`config.mk`:
```
export PLATFORM = sky130hd
export DESIGN_NAME = mssc_ram
export DESIGN_NICKNAME = d
export VERILOG_FILES = /design/src/sv/mssc_ram.sv
export SDC_FILE = /design/constraint.sdc
export NUM_CORES = 1
export LEC_CHECK = 0
export BUFFER_PORTS_ARGS = -buffer_cell sky130_fd_sc_hd__buf_2
export CORE_MARGIN = 1
export CORE_UTILIZATION = 59
export CTS_CLUSTER_SIZE = 40
export DETAILED_ROUTE_END_ITERATION = 8
export GPL_ROUTABILITY_DRIVEN = 0
export GPL_TIMING_DRIVEN = 0
export PLACE_DENSITY = 0.85
export SLEW_MARGIN = 20
export SYNTH_ARGS = -nofsm -noshare
export SYNTH_HDL_FRONTEND = slang
export SYNTH_SLANG_ARGS = --single-unit
```
`constraint.sdc`:
```
create_clock -name i_clk -period 2.2 [get_ports i_clk]
set_clock_uncertainty 0.1 [all_clocks]
set_input_delay 0.44 -clock i_clk [delete_from_list [all_inputs] [get_ports i_clk]]
set_output_delay 0.44 -clock i_clk [all_outputs]
set_load 0.005 [all_outputs]
```
`src/sv/mssc_ram.sv`:
```
`default_nettype none
// ----------------------------------------------------------------------------
// mssc_ram
// Generic single-port synchronous RAM with registered read data.
// ----------------------------------------------------------------------------
module mssc_ram #(
    parameter int WIDTH = 8,
    parameter int DEPTH = 16
) (
    input  wire logic                     i_clk,
    input  wire logic                     i_we,
    input  wire logic [$clog2(DEPTH)-1:0] i_addr,
    input  wire logic [WIDTH-1:0]         i_wdata,
    output logic      [WIDTH-1:0]         o_rdata
);

    logic [WIDTH-1:0] r_mem [DEPTH];

    always_ff @(posedge i_clk) begin
        if (i_we) begin
            r_mem[i_addr] <= i_wdata;
        end
        o_rdata <= r_mem[i_addr];
    end

endmodule
`default_nettype wire

```
* Word level (Yosys, flattened, before mapping)
Memories as Yosys holds them, arrays and structs flattened. A register that Yosys moved wholly into a read port is not among the register bits. Cells that the tools add are included.
Word-level totals: register bits after elaboration 0, bits in latches 0, bits in writable memories 128, bits in read-only memories 0, input bits 14, word-level logic and storage cells 3, memories kept 1
Memory list:
- r_mem | depth 16, width 8, read ports 1, clocked after memory_dff 1, write ports 1, RTL line 17 | logic [WIDTH-1:0] r_mem [DEPTH];
Cells by class: add/sub/neg operators 0, $mul 0, divide/modulo/power cells 0, order comparisons 0, eq/ne operators 0, shift-type cells 0, muxes and demuxes 2, bitwise gates (word level) 0, reductions and logical operators 0
Operator list (number):
- 1-bit two-way mux | 2

* Longest topological paths before layout
depth after elaboration 2, gate-level depth with buffers 5, depth with buffers taken out 3

* Least setup slack after synthesis
OpenSTA, ideal clock, no wires.
path type in2reg, from input port i_addr[2], to memory r_mem[0][0], enable pin, data arrival time 1.550 ns, setup slack 0.167 ns, stages 2, path buffers 0, cell sequence or3b_2 > nor3_1
RTL lines:
- start, declared | RTL line 12 | input wire logic [$clog2(DEPTH)-1:0] i_addr,
- end, declared | RTL line 17
No word-level cell before the write port.

* Worst setup path after layout
from input port i_addr[1], to memory r_mem[15][5], enable pin
No word-level cell before the write port.

==> impl_metrics.yaml <==
status:
  status: "finished, final reports clean"
sta:
  tns_ns: 0
  final_max_slew_viol_count: 0
  worst_pin_slew_ns: 0.826
  fin_hold_ws_ns: 0.234
  rsz0062_at_grt: "yes"
  max_slew_margin_pct: 44.8
  fmax_ghz: 0.459
  hold_viol_final: 0
  fin_crit_sh_pct: 99.0
  min_period_ns: 2.18
  setup_violations: 0
placed_design:
  hpwlAfterDp_um: 6100
  numPortBuffers: 19
  placed_area_um2: 5300
floorplan:
  coreArea_um2: 8260
  dieWidth_um: 94.7
  num_rows: 33
  io_pins: 22
  fp.dieArea_um2: 8960
  initial_core_util_pct: 61.4
  fp.dieH_um: 94.7
setup_path:
  cp.depth: 4
  reg2reg_to: "o_rdata[2]$_DFF_P_"
  r2r-start: "r_mem[7][2]$_DFFE_PP_"
  criticalPathCategory: "input pin to flip-flop"
  worst-path-buf-inv: 2
  cp-start-kind: "input pin"
  critPathArrivalTime_ns: 2.22
  r2r_cells: 3
  cp_max_fo: 10
  cp_slowest_cell: "nor2_1"
  r2r_setup_slack_ns: 0.67
  cp_top_family: "simple AND/OR/NAND/NOR gates"
  critical_path.cell_chain: "buf_2, buf_1, nand2_1, nor2_1"
  slowest_delay_ns: 0.71
  end_kind: "flip-flop"
  required_ns: 2.24
global_route:
  grt-ovfl-total: 0
  grt_pass1_vias: 2490
  grt_pass1_wl_um: 15200
  grt_use_total_pct: 25.4
  antenna_found_initial: 0
  grt_max_degree: 17
finish:
  final_util_pct: 71.3
  multi_input_area_um2: 1030
  antennaDiodeCount: 0
  layout.nets: 282
  drive_gt1_share_pct: 33.5
  seq_area_um2: 4000
  postLayoutCellArea_um2: 5890
  area_growth_pct: 16.2
  fillCellCount: 475
logic_synthesis:
  synthCells: 230
  seq_area_frac_synth_pct: 79.0
  ys_types: 18
  synth_seq_cells: 136
  yosys_warnings: 0
  synthesis.area_um2: 5070
  synth_nets: 244
  synth.avg_cell_area_um2: 22.0
clock_network:
  cts_tree: "built"
  cts_hold_buf: 0
  worstSkewPairLatency_ns: 0.51
  path_clk_slew_ns: 0.06
  cts_buffers: 17
  cts-htree-levels: 4
  root_buffer: "clkbuf_8"
  postCtsSetupBuffers: 0
  clockBufferDepth: 2
  clock-sinks: 136
route:
  drtAntennaViolNets: 0
  vias: 2575
  firstDrtPassIters: 6
  drc: 0
  vias_per_cell: 6.67
  wire_per_inst_um: 26.8
  initialDrtViolationCount: 397
  finalWirelength_um: 10400
pwr:
  p_leak_nw: 1.92
  power.density_nw_per_um2: 998
  vdd_drop_max_mv: 0.709
  power_mw: 5.88
min_path:
  min_path_type: "input pin to flip-flop"
  whs_path_depth: 1
  min_from: "i_wdata[5]"
  hold_end: "r_mem[6][5]$_DFFE_PP_"
flow_run:
  max-cap-violations: 0
sequential cells by signal, summed over array words and instances, names as in the netlist:
| signal | cells |
|---|---|
| o_rdata | 8 |
| r_mem | 128 |
layout make-up:
| type | instances | area share (%) |
|---|---|---|
| Sequential cell | 136 | 68.0 |
| Multi-Input combinational cell | 83 | 17.5 |
| Clock buffer | 18 | 7.10 |
| Clock inverter | 14 | 2.57 |
| Tap cell | 105 | 2.23 |
| Timing Repair Buffer | 19 | 1.61 |
| Buffer | 11 | 1.02 |
power breakdown:
part,switching (mW),total (mW),internal (mW)
clock,1.07,2.68,1.62
sequential,0.0169,2.91,2.90
combinational,0.169,0.279,0.110
total,1.25,5.88,4.63
routing by layer:
| layer | part of all wire [%] | GRT usage [%] |
|---|---|---|
| met2 | 52 | 40.5 |
| met3 | 9.9 | 7.97 |
| met4 | 2.2 | 9.47 |
| met1 | 36 | 33.3 |
| met5 | 0 | 0 |
worst register-to-register path: stages, from the launching register on:
cell      delay [ns]
edfxtp_1        0.38
mux4_2          0.52
a22oi_1         0.27
nand2_1         0.13
cell families (layout without fill, tap and decap cells):
family / Yosys count / after routing / synth area share [%]
compound gates: 16 / 16 / 2.37
buf+inv: 11 / 62 / 1.19
flops: 136 / 136 / 79.0
mux: 32 / 32 / 14.2
simple gates: 35 / 35 / 3.21
per-stage QoR:
step | worst slack, ns | cells
6_report | 0.0228 | 386
5_1_grt | -0.102 | 386
4_1_cts | 0.113 | 386
3_3_place_gp | -0.379 | 354
2_1_floorplan | 0.167 | 230
3_5_place_dp | -0.381 | 354
cells in the mapped netlist (all sizes together):
master,count,area [um2]
nor2b,2,12.5
nand2,9,33.8
nor3,4,20.0
nand3,1,5.00
dfxtp,8,160
buf,8,47.5
nor2,13,48.8
a22oi,16,120
nand3b,2,15.0
edfxtp,128,3840
nand2b,2,12.5
or3b,1,8.76
clkbuf,3,12.5
and2,1,6.26
mux4,32,721
cell usage in the layout, fill, tap and decap left out:
master,synthesis,final
clkinv_4,0,5
buf_1,4,4
nor2_1,13,11
dfxtp_1,8,8
buf_2,2,21
clkbuf_16,0,16
nor3_2,0,4
nand2b_1,2,2
and2_1,1,1
mux4_2,32,32
nor2_2,0,2
clkbuf_8,0,1
edfxtp_1,128,128
clkbuf_1,2,3
nor2b_1,2,2
nand2_1,9,9
clkinv_2,0,3
a22oi_1,16,16
bufinv_16,0,2
nand3b_1,2,2
clkbuf_2,1,1
nand3_1,1,1
buf_6,2,2
inv_6,0,2
clkinvlp_4,0,2
or3b_2,1,1
worst max-delay path by stage:
stage,startpoint,endpoint
after floorplan,i_addr[2],r_mem[0][0]$_DFFE_PP_
after global placement,i_addr[2],r_mem[0][1]$_DFFE_PP_
after detailed placement,i_addr[1],r_mem[15][2]$_DFFE_PP_
after CTS,i_addr[1],r_mem[15][1]$_DFFE_PP_
after global routing,i_addr[1],r_mem[15][0]$_DFFE_PP_
final,i_addr[1],r_mem[15][5]$_DFFE_PP_
timing repair:
action | CTS | global route
resized for setup | 0 | 2
setup endpoints to repair | 0 | 40
endpoints found under the hold margin | 0 | 0
Power figures use the tool's default switching activity.
